[src/rcre_pkg.sv]
// Package of the row-copy run-length image encoder.
// Holds the command type passed from the front to the back, token codes and
// register indexes. Depends on nothing.
package rcre_pkg;

    // Widths of the fixed fields.
    localparam int COL_W      = 12;
    localparam int PIX_W      = 24;
    localparam int CNT_W      = 12;
    localparam int CFG_IDX_W  = 8;
    localparam int CFG_DATA_W = 12;

    // Configuration register indexes and reset values.
    localparam logic [CFG_IDX_W-1:0]  CFG_ROW_WIDTH = 8'd0;
    localparam logic [CFG_IDX_W-1:0]  CFG_ROW_TOTAL = 8'd1;
    localparam logic [CFG_DATA_W-1:0] ROW_WIDTH_RST = 12'd1920;
    localparam logic [CFG_DATA_W-1:0] ROW_TOTAL_RST = 12'd1080;
    localparam logic [CFG_DATA_W-1:0] MIN_WIDTH     = 12'd3;

    // Command kinds in the queue.
    localparam logic [1:0] CMD_TAKE = 2'd0;
    localparam logic [1:0] CMD_ROW  = 2'd1;
    localparam logic [1:0] CMD_IMG  = 2'd2;

    // Kinds of pending run.
    localparam logic [1:0] KIND_NONE    = 2'd0;
    localparam logic [1:0] KIND_COPY    = 2'd1;
    localparam logic [1:0] KIND_REPEAT  = 2'd2;
    localparam logic [1:0] KIND_LITERAL = 2'd3;

    // Count byte coding.
    localparam logic [CNT_W-1:0] CNT_SPLIT   = 12'd128;
    localparam logic [7:0]       CNT_LOW_MSK = 8'h7f;
    localparam logic [7:0]       CNT_EXT_BIT = 8'h80;

    // One unit of work for the back part.
    typedef struct packed {
        logic [1:0]       kind;
        logic [COL_W-1:0] j;
        logic [PIX_W-1:0] p0;
        logic [PIX_W-1:0] p1;
        logic [PIX_W-1:0] p2;
        logic             up;
        logic             n1;
        logic             n2;
        logic             w4;
        logic             step_end;
    } cmd_t;

endpackage

[src/rcre_queue.sv]
// Short command queue between the front and the back of the encoder.
// Depends on rcre_pkg for the command type.
module rcre_queue #(
    parameter int DEPTH = 4
) (
    input  logic           clk,
    input  logic           rst_n,
    input  logic           push,
    input  rcre_pkg::cmd_t push_data,
    output logic           full,
    input  logic           pop,
    output logic           empty,
    output rcre_pkg::cmd_t head
);

    localparam int PW = (DEPTH > 1) ? $clog2(DEPTH) : 1;
    localparam int CW = $clog2(DEPTH + 1);

    rcre_pkg::cmd_t mem_reg [DEPTH];
    logic [PW-1:0]  wr_ptr_reg, wr_ptr_next;
    logic [PW-1:0]  rd_ptr_reg, rd_ptr_next;
    logic [CW-1:0]  count_reg, count_next;
    logic           do_push, do_pop;

    assign full    = (count_reg == CW'(DEPTH));
    assign empty   = (count_reg == '0);
    assign head    = mem_reg[rd_ptr_reg];
    assign do_push = push && !full;
    assign do_pop  = pop && !empty;

    // Pointer and fill count update.
    always_comb
    begin
        wr_ptr_next = wr_ptr_reg;
        rd_ptr_next = rd_ptr_reg;
        count_next  = count_reg;
        if (do_push)
        begin
            wr_ptr_next = (wr_ptr_reg == PW'(DEPTH - 1)) ? '0 : wr_ptr_reg + 1'b1;
        end
        if (do_pop)
        begin
            rd_ptr_next = (rd_ptr_reg == PW'(DEPTH - 1)) ? '0 : rd_ptr_reg + 1'b1;
        end
        if (do_push && !do_pop)
        begin
            count_next = count_reg + 1'b1;
        end
        else if (do_pop && !do_push)
        begin
            count_next = count_reg - 1'b1;
        end
    end

    always_ff @(posedge clk or negedge rst_n)
    begin
        if (!rst_n)
        begin
            wr_ptr_reg <= '0;
            rd_ptr_reg <= '0;
            count_reg  <= '0;
        end
        else
        begin
            wr_ptr_reg <= wr_ptr_next;
            rd_ptr_reg <= rd_ptr_next;
            count_reg  <= count_next;
        end
    end

    // Entry storage.
    always_ff @(posedge clk)
    begin
        if (do_push)
        begin
            mem_reg[wr_ptr_reg] <= push_data;
        end
    end

endmodule

[config.mk]
export PLATFORM = sky130hd
export DESIGN_NAME = rcre_queue
export DESIGN_NICKNAME = d
export VERILOG_FILES = /design/src/rcre_pkg.sv /design/src/rcre_queue.sv
export SDC_FILE = /design/constraint.sdc
export NUM_CORES = 1
export LEC_CHECK = 0
export ABC_AREA = 1
export BUFFER_PORTS_ARGS = -buffer_cell sky130_fd_sc_hd__buf_2
export CAP_MARGIN = 15
export CORE_UTILIZATION = 50
export CTS_BUF_LIST = sky130_fd_sc_hd__clkbuf_4
export DETAILED_ROUTE_END_ITERATION = 7
export PLACE_DENSITY = 0.68
export SYNTH_ARGS = -nofsm -noshare
export SYNTH_HDL_FRONTEND = slang
export SYNTH_SLANG_ARGS = --single-unit
[constraint.sdc]
create_clock -name clk -period 11.25 [get_ports clk]
set_input_delay 1.125 -clock clk [delete_from_list [all_inputs] [get_ports clk]]
set_output_delay 1.125 -clock clk [all_outputs]
set_load 0.005 [all_outputs]
# Word-level counts from Yosys, hierarchy flattened

Memories as Yosys holds them, arrays and structs flattened.
Index checks and enable logic that the tools add are counted.

Bits of input ports: 95
Bits in registers: 7
Memories kept: 1
Memory bits (writable): 364
Logic and storage cells: 27

Multiplexer cells: 6
Reductions and logical operators: 10
Equality and inequality tests: 3
Add/subtract/negate cells: 4

Memory list:

| memory  | depth | bits a word | rd ports | clocked after Yosys merged registers in | write ports | line             | text |
|---|---|---|---|---|---|---|---|
| mem_reg | 4     | 91          | 1        | 0                                       | 1           | rcre_queue.sv:19 | `rcre_pkg::cmd_t mem_reg [DEPTH];` |

Operator list:

| kind                  | count |
|---|---|
| $mux W3               | 2 |
| $add A2 B1 Y2 const B | 2 |
| $eq A2 B2 Y1 const B  | 2 |
| $logic_and A1 B1 Y1   | 4 |
| $logic_not A1 Y1      | 4 |
| $mux W2               | 2 |
| $add A3 B1 Y3 const B | 1 |
| $eq A3 B3 Y1 const B  | 1 |
| $logic_not A3 Y1      | 1 |
| $sub A3 B1 Y3 const B | 1 |
| $mux W1               | 2 |
| $reduce_bool A2 Y1    | 1 |

# Logic depth before layout (Yosys ltp)

Depth after elaboration: 7
Gate-level depth with buffers: 12

# Worst setup path before layout

OpenSTA, ideal clock, no wires.

Kind: input port to flip-flop
Start: input push
End: memory mem_reg[0][0] in the netlist's numbering (enable)
Setup time: 0.542 ns
Setup slack: 5.648 ns
Cell stages on the path: 2
Arrival: 5.060 ns
Buffers on the path: 0
Cell sequence: nand2_1 nor2_1

Longest elaborated chain between the ends: 3

RTL lines:

| what                          | line             | text |
|---|---|---|
| start, declared               | rcre_queue.sv:8  | `input logic push,` |
| $logic_and A1 B1 Y1           | rcre_queue.sv:28 | `assign do_push = push && !full;` |
| $mux W1                       | rcre_queue.sv:74 | `if (do_push)` |
| $mux W1 (implied by the code) | rcre_queue.sv:76 | `mem_reg[wr_ptr_reg] <= push_data;` |
| end, declared                 | rcre_queue.sv:19 |  |

Every way passes these cells.

==> reports/qor.csv <==
metric;value;unit
wl_met2;14500;um
routed.top_layer;met5;
detailed_place_hpwl;16600;um
netlist_area;0.0151;mm2
yosysUniqueCellTypes;18;
synth_edf_count;364;
die_h;176;um
port-buffer-count;187;
met1_length;11900;um
grt_max_degree;124;
async_flop_share;1.89;%
layout_min_cycle_time;4.48;ns
pre_cts_ws;7.38;ns
cp.required;10.13;ns
worst_slew_pin_slew;1.07;ns
ir_drop;0.000150;V
synthTopCellsByArea;edfxtp_1 72%, o211ai_1 7.8%, nand2_1 7.1%, inv_1 4.9%, buf_6 2.8%;
ant_nets;0;
setup_viol;0;
maxSlewViolCount;0;
hp-class;input pin to asynchronous set/reset pin;
fmax;223;MHz
synth_seq_area_share;73.4;%
grt_pass1_wl;45100;um
yosys_most_used_dff;edfxtp_1;
cts_buffers;92;
netlist_instances;1122;
routed-via-count;8963;
ys_warn_count;0;
tritoncts;done;
hold_violations;0;
post-route-period-util;39.8;%
cts-htree-levels;3;
cts_buffer_depth;3;
p_leak;7.00;nW
drive_above_1_share;25.8;%
rsz0062_at_grt;false;
post-route-drc-count;0;
drt_iter0_markers;590;
start_kind;flip-flop;
worstSetupEndpointType;output pin;
wl_per_cell;16.0;um
dr.pass1.iters;4;
dp.cells;1652;
cellPowerDensity;248;mW/mm2
whs;0.246;ns
area_delta_synth_final;14.4;%
post_cts_buffers;0;
track_usage;19.0;%
cap_violations;0;
core_area;0.0297;mm2
arrival;3.35;ns
synthDominantCellAreaShare;72.2;%
syn_avg_cell_area;13.5;um2
wl_met3;2100;um
critPathMaxFanout;54;
vias_per_cell;4.92;
cts.repair.resized;0;
stdcell_count;1823;
rows;63;
synth_largest_area_cell;edfxtp_1;
ioPinCount;188;
status;finished clean;
netlist_top_cells_count;364 x edfxtp_1, 288 x nand2_1, 197 x inv_1, 158 x o211ai_1, 38 x buf_6;
gp_congestion;0.772;
wl;29200;um
skew;0.0583;ns
synth_nets;1224;
fin_setup_tns;0;ns
relSlewSlack;28.6;%
grt_pass1_vias;8824;
synth_most_common_cell;edfxtp_1;
path_class;flip-flop to output pin;
overflow;0;
postCtsHoldBufs;0;
root_buffer;clkbuf_4;
die_area;0.0310;mm2
total_power;4.30;mW
postLayoutSetupSlackWorst;6.77;ns
fp.dieW;176;um
clk_pin_slew_worst_paths;0.07;ns
ys_ff_latch;371;
start_util;50.9;%
antenna_found_initial;7;
cts_sinks;371;
finish.net_count;1459;
clk_latency;0.70;ns
largest_register_ffs;364;
==> layer usage <==
| metal | vias to the layer above | global-route usage [%] |
|---|---|---|
| li1 | 4440 | - |
| met1 | 4237 | 22.3 |
| met2 | 233 | 32.1 |
| met3 | 47 | 6.22 |
| met4 | 6 | 8.04 |
| met5 | - | 0 |
==> metrics by stage <==
stage	cell area [um2]	utilization, %
after global routing	17300	58.2
after floorplan	15100	-
after global placement	16100	54.3
final	17300	58.2
after detailed placement	16100	54.3
after CTS	17300	58.1
==> report_power, final <==
part	switching (mW)	internal [mW]
Clock	0.512	0.522
Sequential	0.110	1.82
Combinational	0.858	0.478
Total	1.48	2.82
==> path summary, 6_finish.rpt <==
kind                       depth (start not counted)                 startpoint                        end  slack [ns]
max in group asynchronous                          1                      rst_n  rd_ptr_reg[1]$_DFFE_PN0P_       10.82
min reg2reg                                        2   count_reg[2]$_DFFE_PN0P_   count_reg[2]$_DFFE_PN0P_        0.52
min in group clk                                   2   count_reg[2]$_DFFE_PN0P_   count_reg[2]$_DFFE_PN0P_        0.52
max reg2reg                                        6   count_reg[0]$_DFFE_PN0P_   mem_reg[2][27]$_DFFE_PP_        8.36
max                                                5  rd_ptr_reg[1]$_DFFE_PN0P_                   head[90]        6.77
min                                                1                      rst_n   count_reg[2]$_DFFE_PN0P_        0.25
==> area by class of cell <==
| class | instances | area, um2 |
|---|---|---|
| repair buffers | 201 | 1060 |
| clock buffers | 125 | 938 |
| clock inverters | 41 | 183 |
| flip-flops and latches | 371 | 11100 |
| inverters | 198 | 744 |
| diodes | 4 | 10.0 |
| fillers | 2414 | 12400 |
| multi-input cells | 493 | 2770 |
| well taps | 390 | 488 |
==> cell families (layout without fill, tap and decap cells) <==
group / after synthesis / after routing / synth area share [%]
compound gates: 183 / 183 / 9.86
xor+xnor: 1 / 1 / 0.0579
fa+ha+maj: 7 / 7 / 0.629
buf+inv: 258 / 565 / 8.48
flops: 371 / 371 / 73.4
other cells: 0 / 4 / 0
simple gates: 302 / 302 / 7.57
==> layout by cell type (no fill, tap or decap) <==
cell and n:
clkinv_1 30, dfrtp_4 2, buf_2 187, buf_4 13
ha_1 6, diode_2 4, inv_1 197, o21ai_0 1
o211ai_2 24, nor2_1 2, xnor2_1 1, dfrtp_1 5
fa_1 1, nand4_1 1, inv_2 2, nand3_1 7
inv_6 1, nor2_4 4, buf_16 1, clkinv_4 3
clkinv_2 5, nand2_1 288, edfxtp_1 364, o211ai_1 158
clkinvlp_4 1, clkbuf_4 125
==> critical path, cell delays in order (launching register included) <==
cell and delay [ns]:
dfrtp_4 0.76, clkinv_2 0.88, buf_4 0.59, o211ai_1 0.16, nand2_1 0.09, buf_2 0.14
(Power assumes the default switching activity.)
