--- config.mk ---
export PLATFORM = sky130hd
export DESIGN_NAME = rcre_front_flat
export DESIGN_NICKNAME = d
export VERILOG_FILES = /design/src/rcre_pkg.sv /design/src/rcre_if.sv /design/src/rcre_front.sv /design/src/flat_wrapper.sv
export SDC_FILE = /design/constraint.sdc
export NUM_CORES = 1
export LEC_CHECK = 0
export ABC_AREA = 1
export BUFFER_PORTS_ARGS = -buffer_cell sky130_fd_sc_hd__clkbuf_2
export CAP_MARGIN = 10
export CORE_MARGIN = 4
export CORE_UTILIZATION = 40
export DETAILED_ROUTE_END_ITERATION = 6
export PLACE_DENSITY_LB_ADDON = 0.25
export SETUP_SLACK_MARGIN = 0.15
export SYNTH_ARGS = -nofsm -noshare
export SYNTH_HDL_FRONTEND = slang
export SYNTH_SLANG_ARGS = --single-unit
--- constraint.sdc ---
create_clock -name clk -period 4.6 [get_ports clk]
set_input_delay 0.23 -clock clk [delete_from_list [all_inputs] [get_ports clk]]
set_output_delay 0.23 -clock clk [all_outputs]
set_load 0.01 [all_outputs]
--- src/rcre_pkg.sv ---
// Package of the row-copy run-length image encoder.
// Holds the command type passed from the front to the back, token codes and
// register indexes. Depends on nothing.
package rcre_pkg;

    // Widths of the fixed fields.
    localparam int COL_W      = 12;
    localparam int PIX_W      = 24;
    localparam int CNT_W      = 12;
    localparam int CFG_IDX_W  = 8;
    localparam int CFG_DATA_W = 12;

    // Configuration register indexes and reset values.
    localparam logic [CFG_IDX_W-1:0]  CFG_ROW_WIDTH = 8'd0;
    localparam logic [CFG_IDX_W-1:0]  CFG_ROW_TOTAL = 8'd1;
    localparam logic [CFG_DATA_W-1:0] ROW_WIDTH_RST = 12'd1920;
    localparam logic [CFG_DATA_W-1:0] ROW_TOTAL_RST = 12'd1080;
    localparam logic [CFG_DATA_W-1:0] MIN_WIDTH     = 12'd3;

    // Command kinds in the queue.
    localparam logic [1:0] CMD_TAKE = 2'd0;
    localparam logic [1:0] CMD_ROW  = 2'd1;
    localparam logic [1:0] CMD_IMG  = 2'd2;

    // Kinds of pending run.
    localparam logic [1:0] KIND_NONE    = 2'd0;
    localparam logic [1:0] KIND_COPY    = 2'd1;
    localparam logic [1:0] KIND_REPEAT  = 2'd2;
    localparam logic [1:0] KIND_LITERAL = 2'd3;

    // Count byte coding.
    localparam logic [CNT_W-1:0] CNT_SPLIT   = 12'd128;
    localparam logic [7:0]       CNT_LOW_MSK = 8'h7f;
    localparam logic [7:0]       CNT_EXT_BIT = 8'h80;

    // One unit of work for the back part.
    typedef struct packed {
        logic [1:0]       kind;
        logic [COL_W-1:0] j;
        logic [PIX_W-1:0] p0;
        logic [PIX_W-1:0] p1;
        logic [PIX_W-1:0] p2;
        logic             up;
        logic             n1;
        logic             n2;
        logic             w4;
        logic             step_end;
    } cmd_t;

endpackage

--- src/rcre_if.sv ---
// Channel interfaces of the encoder: pixel requests, output bytes, register writes.
// Depends on rcre_pkg for the register port widths.
interface rcre_pix_if;
    logic       valid;
    logic       ready;
    logic [7:0] chan_first;
    logic [7:0] chan_second;
    logic [7:0] chan_third;
    modport source (output valid, chan_first, chan_second, chan_third, input ready);
    modport sink (input valid, chan_first, chan_second, chan_third, output ready);
endinterface


interface rcre_cfg_if;
    logic                             valid;
    logic                             ready;
    logic [rcre_pkg::CFG_IDX_W-1:0]   index;
    logic [rcre_pkg::CFG_DATA_W-1:0]  data;
    modport source (output valid, index, data, input ready);
    modport sink (input valid, index, data, output ready);
endinterface

--- src/rcre_front.sv ---
// Front of the encoder: takes pixel requests and register writes, tracks the image
// position and lookahead, and queues column, row and image commands. Uses rcre_pkg.
module rcre_front #(
    parameter int LINE_DEPTH = 2048
) (
    input  logic           clk,
    input  logic           rst_n,
    rcre_pix_if.sink       pix,
    rcre_cfg_if.sink       cfg,
    output logic           push,
    output rcre_pkg::cmd_t push_data,
    input  logic           full
);

    localparam int AW = $clog2(LINE_DEPTH);
    localparam int WW = AW + 1;
    localparam int RW = rcre_pkg::CFG_DATA_W;
    localparam int PW = rcre_pkg::PIX_W;

    localparam logic [2:0] F_IN  = 3'd0;
    localparam logic [2:0] F_T0  = 3'd1;
    localparam logic [2:0] F_T1  = 3'd2;
    localparam logic [2:0] F_T2  = 3'd3;
    localparam logic [2:0] F_ROW = 3'd4;
    localparam logic [2:0] F_IMG = 3'd5;

    logic [2:0]    state_reg, state_next;
    logic [RW-1:0] row_width_reg, row_total_reg;
    logic [WW-1:0] w_reg, w_next;
    logic [RW-1:0] rows_reg, rows_next;
    logic [AW-1:0] col_reg, col_next;
    logic [RW-1:0] row_reg, row_next;
    logic [PW-1:0] older_reg, older_next, newer_reg, newer_next;
    logic [AW-1:0] c_reg, c_next;
    logic [PW-1:0] px_reg, px_next, po_reg, po_next, pn_reg, pn_next;
    logic          up_reg, up_next;
    logic          row_end_reg, row_end_next;
    logic          img_end_reg, img_end_next;

    logic          accept;
    logic          first;
    logic [12:0]   w_cfg, w_cl, j13;
    logic [WW-1:0] w_eff;
    logic [RW-1:0] rows_eff;
    logic          at_row_end, at_img_end;
    logic [PW-1:0] pix_in;

    assign pix.ready = (state_reg == F_IN);
    assign cfg.ready = 1'b1;
    assign accept    = pix.valid && pix.ready;
    assign pix_in    = {pix.chan_first, pix.chan_second, pix.chan_third};

    // Image geometry, latched at the first pixel of an image.
    always_comb
    begin
        first = (col_reg == '0) && (row_reg == '0);
        w_cfg = {1'b0, row_width_reg};
        if (w_cfg < {1'b0, rcre_pkg::MIN_WIDTH})
        begin
            w_cl = {1'b0, rcre_pkg::MIN_WIDTH};
        end
        else if (w_cfg > 13'(LINE_DEPTH))
        begin
            w_cl = 13'(LINE_DEPTH);
        end
        else
        begin
            w_cl = w_cfg;
        end
        w_eff      = first ? w_cl[WW-1:0] : w_reg;
        rows_eff   = first ? ((row_total_reg == '0) ? RW'(1) : row_total_reg) : rows_reg;
        at_row_end = (13'(col_reg) + 13'd1) >= 13'(w_eff);
        at_img_end = at_row_end && ((13'(row_reg) + 13'd1) >= 13'(rows_eff));
    end

    // Column command built for the current push state.
    always_comb
    begin
        push_data          = '0;
        push_data.kind     = rcre_pkg::CMD_TAKE;
        push_data.up       = up_reg;
        j13                = 13'(c_reg);
        case (state_reg)
            F_T0:
            begin
                j13          = 13'(c_reg) - 13'd2;
                push_data.p0 = po_reg;
                push_data.p1 = pn_reg;
                push_data.p2 = px_reg;
                push_data.step_end = !row_end_reg;
            end
            F_T1:
            begin
                j13          = 13'(c_reg) - 13'd1;
                push_data.p0 = pn_reg;
                push_data.p1 = px_reg;
            end
            F_T2:
            begin
                push_data.p0 = px_reg;
            end
            F_ROW:
            begin
                push_data.kind     = rcre_pkg::CMD_ROW;
                push_data.step_end = !img_end_reg;
            end
            F_IMG:
            begin
                push_data.kind     = rcre_pkg::CMD_IMG;
                push_data.step_end = 1'b1;
            end
            default:
            begin
                push_data.kind = rcre_pkg::CMD_TAKE;
            end
        endcase
        push_data.j  = j13[rcre_pkg::COL_W-1:0];
        push_data.n1 = (j13 + 13'd1) < 13'(w_reg);
        push_data.n2 = (j13 + 13'd2) < 13'(w_reg);
        push_data.w4 = (j13 + 13'd4) == 13'(w_reg);
        push = (state_reg != F_IN) && !full;
    end

    // Sequencing of accepted pixels into commands.
    always_comb
    begin
        state_next   = state_reg;
        w_next       = w_reg;
        rows_next    = rows_reg;
        col_next     = col_reg;
        row_next     = row_reg;
        older_next   = older_reg;
        newer_next   = newer_reg;
        c_next       = c_reg;
        px_next      = px_reg;
        po_next      = po_reg;
        pn_next      = pn_reg;
        up_next      = up_reg;
        row_end_next = row_end_reg;
        img_end_next = img_end_reg;
        case (state_reg)
            F_IN:
            begin
                if (accept)
                begin
                    w_next       = w_eff;
                    rows_next    = rows_eff;
                    c_next       = col_reg;
                    px_next      = pix_in;
                    po_next      = older_reg;
                    pn_next      = newer_reg;
                    up_next      = (row_reg != '0);
                    row_end_next = at_row_end;
                    img_end_next = at_img_end;
                    if (at_row_end)
                    begin
                        col_next   = '0;
                        older_next = '0;
                        newer_next = '0;
                        row_next   = at_img_end ? '0 : row_reg + 1'b1;
                        state_next = F_T0;
                    end
                    else
                    begin
                        col_next   = col_reg + 1'b1;
                        older_next = newer_reg;
                        newer_next = pix_in;
                        if (col_reg >= AW'(2))
                        begin
                            state_next = F_T0;
                        end
                    end
                end
            end
            F_T0:
            begin
                if (!full)
                begin
                    state_next = row_end_reg ? F_T1 : F_IN;
                end
            end
            F_T1:
            begin
                if (!full)
                begin
                    state_next = F_T2;
                end
            end
            F_T2:
            begin
                if (!full)
                begin
                    state_next = F_ROW;
                end
            end
            F_ROW:
            begin
                if (!full)
                begin
                    state_next = img_end_reg ? F_IMG : F_IN;
                end
            end
            F_IMG:
            begin
                if (!full)
                begin
                    state_next = F_IN;
                end
            end
            default:
            begin
                state_next = F_IN;
            end
        endcase
    end

    // Control state and registers.
    always_ff @(posedge clk or negedge rst_n)
    begin
        if (!rst_n)
        begin
            state_reg     <= F_IN;
            row_width_reg <= rcre_pkg::ROW_WIDTH_RST;
            row_total_reg <= rcre_pkg::ROW_TOTAL_RST;
            w_reg         <= WW'(rcre_pkg::ROW_WIDTH_RST);
            rows_reg      <= rcre_pkg::ROW_TOTAL_RST;
            col_reg       <= '0;
            row_reg       <= '0;
            older_reg     <= '0;
            newer_reg     <= '0;
            row_end_reg   <= 1'b0;
            img_end_reg   <= 1'b0;
        end
        else
        begin
            state_reg   <= state_next;
            w_reg       <= w_next;
            rows_reg    <= rows_next;
            col_reg     <= col_next;
            row_reg     <= row_next;
            older_reg   <= older_next;
            newer_reg   <= newer_next;
            row_end_reg <= row_end_next;
            img_end_reg <= img_end_next;
            if (cfg.valid && cfg.ready)
            begin
                if (cfg.index == rcre_pkg::CFG_ROW_WIDTH)
                begin
                    row_width_reg <= cfg.data;
                end
                else if (cfg.index == rcre_pkg::CFG_ROW_TOTAL)
                begin
                    row_total_reg <= cfg.data;
                end
            end
        end
    end

    // Payload of the pixel being split into commands.
    always_ff @(posedge clk)
    begin
        c_reg  <= c_next;
        px_reg <= px_next;
        po_reg <= po_next;
        pn_reg <= pn_next;
        up_reg <= up_next;
    end

endmodule

--- src/flat_wrapper.sv ---
// flat-port wrapper written by rule: the top's interface ports become plain ports
module rcre_front_flat 
#(
    parameter int LINE_DEPTH = 2048
)
  (clk, rst_n, push, push_data, full, pix_valid, pix_chan_first, pix_chan_second, pix_chan_third, pix_ready, cfg_valid, cfg_index, cfg_data, cfg_ready);
  rcre_pix_if pix_i ();
  rcre_cfg_if cfg_i ();
  input  logic clk;
  input  logic rst_n;
  output logic push;
  output rcre_pkg::cmd_t push_data;
  input  logic full;
  input wire logic [$bits(pix_i.valid)-1:0] pix_valid;
  input wire logic [$bits(pix_i.chan_first)-1:0] pix_chan_first;
  input wire logic [$bits(pix_i.chan_second)-1:0] pix_chan_second;
  input wire logic [$bits(pix_i.chan_third)-1:0] pix_chan_third;
  output wire logic [$bits(pix_i.ready)-1:0] pix_ready;
  input wire logic [$bits(cfg_i.valid)-1:0] cfg_valid;
  input wire logic [$bits(cfg_i.index)-1:0] cfg_index;
  input wire logic [$bits(cfg_i.data)-1:0] cfg_data;
  output wire logic [$bits(cfg_i.ready)-1:0] cfg_ready;
  assign pix_i.valid = pix_valid;
  assign pix_i.chan_first = pix_chan_first;
  assign pix_i.chan_second = pix_chan_second;
  assign pix_i.chan_third = pix_chan_third;
  assign pix_ready = pix_i.ready;
  assign cfg_i.valid = cfg_valid;
  assign cfg_i.index = cfg_index;
  assign cfg_i.data = cfg_data;
  assign cfg_ready = cfg_i.ready;
  rcre_front #(.LINE_DEPTH(LINE_DEPTH)) u_core (.clk(clk), .rst_n(rst_n), .pix(pix_i), .cfg(cfg_i), .push(push), .push_data(push_data), .full(full));
endmodule
After elaboration in Yosys (flattened, before gate mapping)
Cells that the tools add are included. W data, S select, Z words.

Add/sub/neg operators: 9. $lt $le $gt $ge: 7. Equality and inequality tests: 14. Muxes and demuxes: 26. Bitwise gates (word level): 1. Reductions and logical operators: 19.

Operators by type and width (count): $mux W12 (6); $mux W24 (3); $pmux W24 S3 (1); $pmux W24 S2 (1); $mux W3 (9); $ge A13 B12 Y1 (2); $lt A13 B12 Y1 (2); $pmux W13 S2 (1); $logic_not A12 Y1 (2); $pmux W3 S6 (1); $add A12 B1 Y13 const B (1); $add A13 B1 Y13 const B (1); $add A13 B2 Y13 const B (1); $add A13 B3 Y13 const B (1); $eq A13 B12 Y1 (1); $add A11 B1 Y12 const B (1); $add A12 B1 Y12 const B (1); $gt A12 B12 Y1 const B (1); $lt A12 B2 Y1 const B (1); $ne A2 B2 Y1 const B (6); $reduce_bool A12 Y1 (1); $sub A11 B1 Y12 const B (1); $sub A11 B2 Y12 const B (1); $add A11 B1 Y11 const B (1); other kinds (20) (29).

Register bits after elaboration: 208. Input bits: 49. Output and inout bits: 94. Logic and storage cells: 92.

Longest topological paths before layout
Gate-level depths: netlist of run 1.

Depth after elaboration: 8. Mapped depth: 23. Depth with buffers taken out: 22.

Least setup slack after synthesis of run 1
No wires, ideal clock.

Path type: flip-flop to flip-flop. Start point: register u_core.col_reg[0]. End point: register u_core.col_reg[6]. Library setup time: 0.130 ns. Arrival: 3.150 ns. Data required time: 4.470 ns. Slack: 1.320 ns. Stages on the path, launching flop included: 16. Buffers on the path: 2. Clock period less this slack: 3.280 ns. Cells stage by stage: dfrtp_1 inv_1 ha_1 nand2_1 nor4_1 nor3b_2 nand2_1 o22ai_1 inv_1 ha_1 nand4_1 or3_1 nand3_1 clkbuf_1 clkbuf_1 o21ai_0.

Longest elaborated chain between the ends: 5. Elaborated cells between the ends (all ways): 7. Those cells by class: add/sub: 2; order compare: 1; mux: 2; reduce/logical: 2.

Ends and longest elaborated chain: from (decl) (line rcre_front.sv:31) `logic [AW-1:0] col_reg, col_next;`; from (signal assigned) (line rcre_front.sv:239) `col_reg <= col_next;`; parallel branches: the longest is 4 deep, another holds $ge A13 B12 Y1; $mux W11 (*) (line rcre_front.sv:155) `if (at_row_end)`.

Mark *: on every way between the ends. A chain may end at the register's enable or synchronous reset.

==> impl_metrics.toml, run 1 <==
[drt]
drt_iter0_markers = 814
drc = 0
firstDrtPassIters = 5
vias_per_cell = 5.05
antenna_left = 0
vias = 9548
drt_wl_total_mm = 28.9
wl_per_cell_um = 15.3

[floorplan]
num_rows = 61
initial_core_util_pct = 41.1
die-height_um = 178
fp.dieW_um = 178
die-area_um2 = 31700
fp.coreArea_um2 = 28200
ios = 143

[critical_path]
crit_path_cell_trace = "inv_4 -> nand2_2 -> nor2_2 -> a21oi_1 -> nand2_2 -> ha_2 -> inv_1 -> nor2_1 -> xor2_1 -> ha_1 -> a21oi_1 -> o221ai_1 -> nand4_1 -> o211ai_1 -> nand3_1 -> nand2_1 -> a21oi_1 -> clkbuf_2"
critPathLaunch = "u_core.state_reg[2]$_DFFE_PN0P_"
critPathCaptureType = "output pin"
path_max_fanout = 8
worst_path_most_repeated_cell = "a21oi_1"
r2r-start = "u_core.col_reg[0]$_DFFE_PN0P_"
slowest_stage = "dfrtp_1"
crit_path_max_incr_delay_ns = 0.49
start_kind = "flop"
crit_type = "flop to output pin"
cp.required_ns = 4.37
crit_arrival_ns = 3.93

[hold_path]
hp-start = "cfg_data[10]"
hp-class = "input pin to flop"

[sta]
fin_crit_ns = 4.16
slew_viol_final = 0
finalHoldViolations = 0
setup_violations = 0
rsz0062_at_grt = "yes"
max_slew_margin_pct = 23.2
tns_ns = 0
fin_crit_sh_pct = 90.5
timing.fmax_mhz = 240
tightestPinTransition_ns = 1.15
fin_skew_ns = 0.0215
holdWs_ns = 0.0302

[finish]
nets = 1603
drive_gt1_share_pct = 17.7
fin_util_pct = 49.0
area.growth.synth_to_final_pct = 19.3
diodes = 0

[yosys]
synthArstFlopShare_pct = 59.6
yosys_warnings = 0
postSynthAreaPerCell_um2 = 8.67
synth_fp_nets = 1441
ys_seq_area_share_pct = 48.8
synth-seq-cells = 208
syn_inst = 1334
yosys.area.top_type = "dfrtp_1"
yosys-top-cells-area = "dfrtp_1 23%, edfxtp_1 22%, nand2_1 11%"
synthDistinctLibCells = 50
ys.flop_type = "dfrtp_1"
synth_edf_count = 84
syn_area_um2 = 11600
synth_top_area_share_pct = 23.4

[clock_tree]
cts-root-buf = "clkbuf_16"
htreeDepth = 1
clk_latency_ns = 0.52
tritoncts = "done"
cts_buffers = 23
clk_pin_slew_ns = 0.06
post-cts-setup-buffers = 0
clock_path_buffers = 3
cts.sinks = 208

[run_status]
status = "finished, final reports clean"

[run]
cap_violations = 0

[global_routing]
grt_pass1_vias = 9357
grtUsageTotal_pct = 18.3
grt_max_degree = 102
groute.layer.met1.usage_pct = 24.9
busiest_layer = "met2"
grt_pass1_wl_mm = 47.7
overflow = 0
antenna_found_initial = 0
grt_use_met3_pct = 1.93
grt.met2_usage_pct = 31.6

[power_and_ir_drop]
p_leak_nw = 6.44
ir_drop_uv = 799
p_sw_mw = 4.59
pwr-share-seq_pct = 29.8
comb_power_share_pct = 51.6
swShare_pct = 46.0
power_frac_clock_pct = 18.6
p_per_area_nw_per_um2 = 722
p_int_mw = 5.38

[placement]
io_buffers = 141
dpl.hpwl_mm = 20.4
routabilityCongestion = 0.885
## metrics by stage
step / power (mW) / setup WS (ns) / instance area [µm²] / std cells
after floorplan: 6.46 / 1.32 / 11600 / 1334
after global routing: 10.9 / 0.0697 / 13800 / 1891
after CTS: 10.0 / 0.244 / 13800 / 1891
after detailed placement: 8.12 / 0.577 / 12600 / 1814
after global placement: 8.03 / 0.595 / 12600 / 1814
final: 9.97 / 0.437 / 13800 / 1891
## synthesized netlist by cell type (all sizes together), types with 5 or more instances
library cell / n
o221ai: 28
inv: 172
buf: 20
nor3: 13
nand2: 351
a21oi: 31
edfxtp: 84
nand4: 21
dfstp: 16
nand3: 65
nor2: 99
dfrtp: 108
mux2i: 6
or2: 5
clkbuf: 28
xor2: 32
ha: 58
o21ai: 140
o22ai: 29
nor4: 7
## power groups by stage
stage | logic (mW) | registers [mW] | clock network [mW]
after floorplan | 3.57 | 2.88 | 0
after global placement | 5.06 | 2.98 | 0
after detailed placement | 5.12 | 2.99 | 0
after CTS | 5.16 | 2.96 | 1.91
after global routing | 5.84 | 3.03 | 1.99
final | 5.14 | 2.97 | 1.86
## critical path: cells and delay by family (launching register included)
| family | cells | cell delay (ns) |
|---|---|---|
| simple gates | 7 | 1.01 |
| xor+xnor | 1 | 0.22 |
| buf+inv | 3 | 0.39 |
| compound gates | 5 | 0.72 |
| flops | 1 | 0.49 |
| fa+ha+maj | 2 | 0.58 |
## metal layers
layer  wire (µm)  vias up
met5           0        -
met4         501        0
met3        1110       38
met2       14300      187
met1       13000     4534
li1            -     4789
## cell type report
type	count	area, µm²
Fill cell	2659	14400
Sequential cell	208	5650
Multi-Input combinational cell	906	5090
Timing Repair Buffer	185	1150
Clock buffer	34	699
Inverter	172	653
Tap cell	378	473
Clock inverter	8	82.6
## logic make-up (layout without fill, tap and decap cells)
family	Yosys count	after routing	share of synthesized area (%)
buffers and inverters	220	399	7.41
adder cells (fa/ha/maj)	58	58	6.28
multiplexers	6	6	0.519
other	1	1	0.0324
flip-flops	208	208	48.8
XOR/XNOR	35	35	2.65
AND/OR/NAND/NOR	567	567	22.5
AO/OA/AOI/OAI	239	239	11.8
## cell usage in the layout (no fill, tap or decap), drive strengths merged, types with 29 or more instances in the layout
| cell type | n |
|---|---|
| nand3 | 65 |
| nand2 | 351 |
| a21oi | 31 |
| dfrtp | 108 |
| clkbuf | 174 |
| ha | 58 |
| o22ai | 29 |
| edfxtp | 84 |
| dlygate4sd3 | 35 |
| xor2 | 32 |
| o21ai | 140 |
| nor2 | 99 |
| inv | 173 |
## worst paths after layout
kind	endpoint	slack, ns	cells after the start
worst max-delay path	push_data[2]	0.44	18
worst min-delay path	u_core.row_width_reg[10]$_DFFE_PN1P_	0.03	3
worst max register to register	u_core.row_reg[0]$_DFFE_PN0P_	0.77	15
worst min register to register	u_core.po_reg[23]$_DFFE_PP_	0.45	0
max in group asynchronous	u_core.rows_reg[4]$_DFFE_PN1P_	3.37	3
min in group asynchronous	u_core.newer_reg[15]$_DFFE_PN0P_	0.31	2
## timing repair
action / in CTS / in global routing
hold buffers: 35 / 0
endpoints found under the hold margin: 112 / 0
setup endpoints to repair: 0 / 15
gates resized for setup: 0 / 6
No activity file was read; power rests on OpenSTA's default activity.
==> run 2: changes to the inputs <==
- HOLD_SLACK_MARGIN: not set -> 0.15
- PLACE_DENSITY: not set -> 0.67
- PLACE_DENSITY_LB_ADDON: 0.25 -> not set
==> run 2 against run 1 <==
Non-clock buffer count is 3 higher. Total power is 0.97% higher. Critical path depth decreased by 1. Largest cell class unchanged. Register-to-register slack lost 0.19 ns. Routed wire length is 0.99% higher. Final cell count rose by 0.16%. Via count is 0.21% higher. Sequential share of layout area down 0.11 points. Design area is 0.28% higher. Core utilization up 0.14 points. Hold slack better by 0.18 ns. Flip-flop and latch count unchanged.
==> impl_metrics.toml, run 2 (synthesis results as in run 1) <==
[floorplan]
die-height_um = 178
initial_core_util_pct = 41.1
fp.coreArea_um2 = 28200
ios = 143
fp.dieW_um = 178
num_rows = 61
die-area_um2 = 31700

[hold_path]
hp-class = "input pin to async pin"

[placement]
routabilityCongestion = 0.968
io_buffers = 141
dpl.hpwl_mm = 20.9
placed_cells = 1815

[critical_path]
crit_arrival_ns = 3.87
cp.required_ns = 4.37
start_kind = "flop"
critPathCaptureType = "output pin"
path_max_fanout = 8
crit_type = "flop to output pin"

[sta]
rsz0062_at_grt = "no"
finalHoldViolations = 0
holdWs_ns = 0.215
setup_violations = 0
tns_ns = 0
fin_crit_ns = 4.10
timing.fmax_mhz = 244
fin_crit_sh_pct = 89.0
slew_viol_final = 0
tightestPinTransition_ns = 1.05
fin_skew_ns = 0.0177
max_slew_margin_pct = 29.7

[finish]
nets = 1606
mostFrequentLayoutCell = "nand2_1"
drive_gt1_share_pct = 17.7
fin_util_pct = 49.1
area.growth.synth_to_final_pct = 19.6
final_cell_mix = "325 x nand2_1, 165 x inv_1, 140 x clkbuf_2"
final_cells = 1894
diodes = 0

[run_status]
status = "finished, final reports clean"

[clock_tree]
htreeDepth = 1
cts.sinks = 208
clk_latency_ns = 0.52
clk_pin_slew_ns = 0.06
clock_path_buffers = 3
cts_buffers = 23
tritoncts = "done"
cts-root-buf = "clkbuf_16"

[power_and_ir_drop]
p_per_area_nw_per_um2 = 727
power_mw = 10.1
p_leak_nw = 6.47
ir_drop_uv = 806

[global_routing]
overflow = 0
grt_pass1_wl_mm = 48.5
grt_max_degree = 116
grtUsageTotal_pct = 18.7
grt_pass1_vias = 9648
antenna_found_initial = 0

[drt]
wl_per_cell_um = 15.4
drt_wl_total_mm = 29.2
drc = 0
drt_iter0_markers = 780
firstDrtPassIters = 6
vias_per_cell = 5.05
vias = 9568
antenna_left = 0

[run]
cap_violations = 0
run 2: final timing paths:
| path | start | endpoint | slack, ns | depth (start not counted) |
|---|---|---|---|---|
| max | u_core.state_reg[2]$_DFFE_PN0P_ | push_data[2] | 0.50 | 17 |
| min | rst_n | u_core.older_reg[15]$_DFFE_PN0P_ | 0.21 | 2 |
| max reg2reg | u_core.col_reg[0]$_DFFE_PN0P_ | u_core.row_reg[1]$_DFFE_PN0P_ | 0.58 | 16 |
| min reg2reg | u_core.older_reg[10]$_DFFE_PN0P_ | u_core.po_reg[10]$_DFFE_PP_ | 0.45 | 0 |
| max in group asynchronous | rst_n | u_core.row_reg[8]$_DFFE_PN0P_ | 3.31 | 3 |
| min in group clk | full | u_core.state_reg[2]$_DFFE_PN0P_ | 0.22 | 5 |
run 2: cell type report:
class	instances	area (µm²)
inverter	172	653
sequential	208	5650
tap	378	473
clock buffer	32	679
multi-input combinational	906	5080
clock inverter	10	139
timing repair buffer	188	1170
fill	2629	14300
run 2: through the flow:
step | setup slack [ns] | area (µm²)
after floorplan | 1.32 | 11600
after detailed placement | 0.540 | 12600
final | 0.505 | 13800
after global placement | 0.614 | 12600
after global routing | 0.160 | 13800
after CTS | 0.515 | 13800
run 2: critical path, stage by stage (launching register included):
cell and delay, ns:
dfrtp_1 0.48, inv_4 0.15, nand2_2 0.06, nor2_2 0.20
a21oi_1 0.14, nand2_1 0.30, ha_1 0.35, nand3_1 0.16
nor2_2 0.14, nand2_1 0.08, xor2_1 0.15, ha_1 0.34
a21oi_1 0.24, o211ai_1 0.13, nand3_1 0.09, nand2_1 0.05
a21oi_1 0.12, clkbuf_2 0.15
run 2: layer usage:
metal,global-route usage [%],share of wire (%),vias to the layer above,wire (µm)
met5,0,0,-,0
met4,4.61,1.8,0,520
met3,2.08,4.2,39,1220
met2,33.0,49,192,14200
met1,24.8,45,4537,13200
li1,-,-,4800,-
run 2: power breakdown:
part	internal, mW	leakage (nW)	switching (mW)
clock network	1.20	0.409	0.735
logic	1.64	3.66	3.51
registers	2.62	2.40	0.349
run 2: timing repair:
| item | 4_1_cts | 5_1_grt |
|---|---|---|
| hold buffers | 37 | 0 |
| resized for setup | 0 | 1 |
| endpoints found under the hold margin | 108 | 0 |
| buffers inserted | 0 | 0 |
| endpoints found under the setup margin | 0 | 3 |
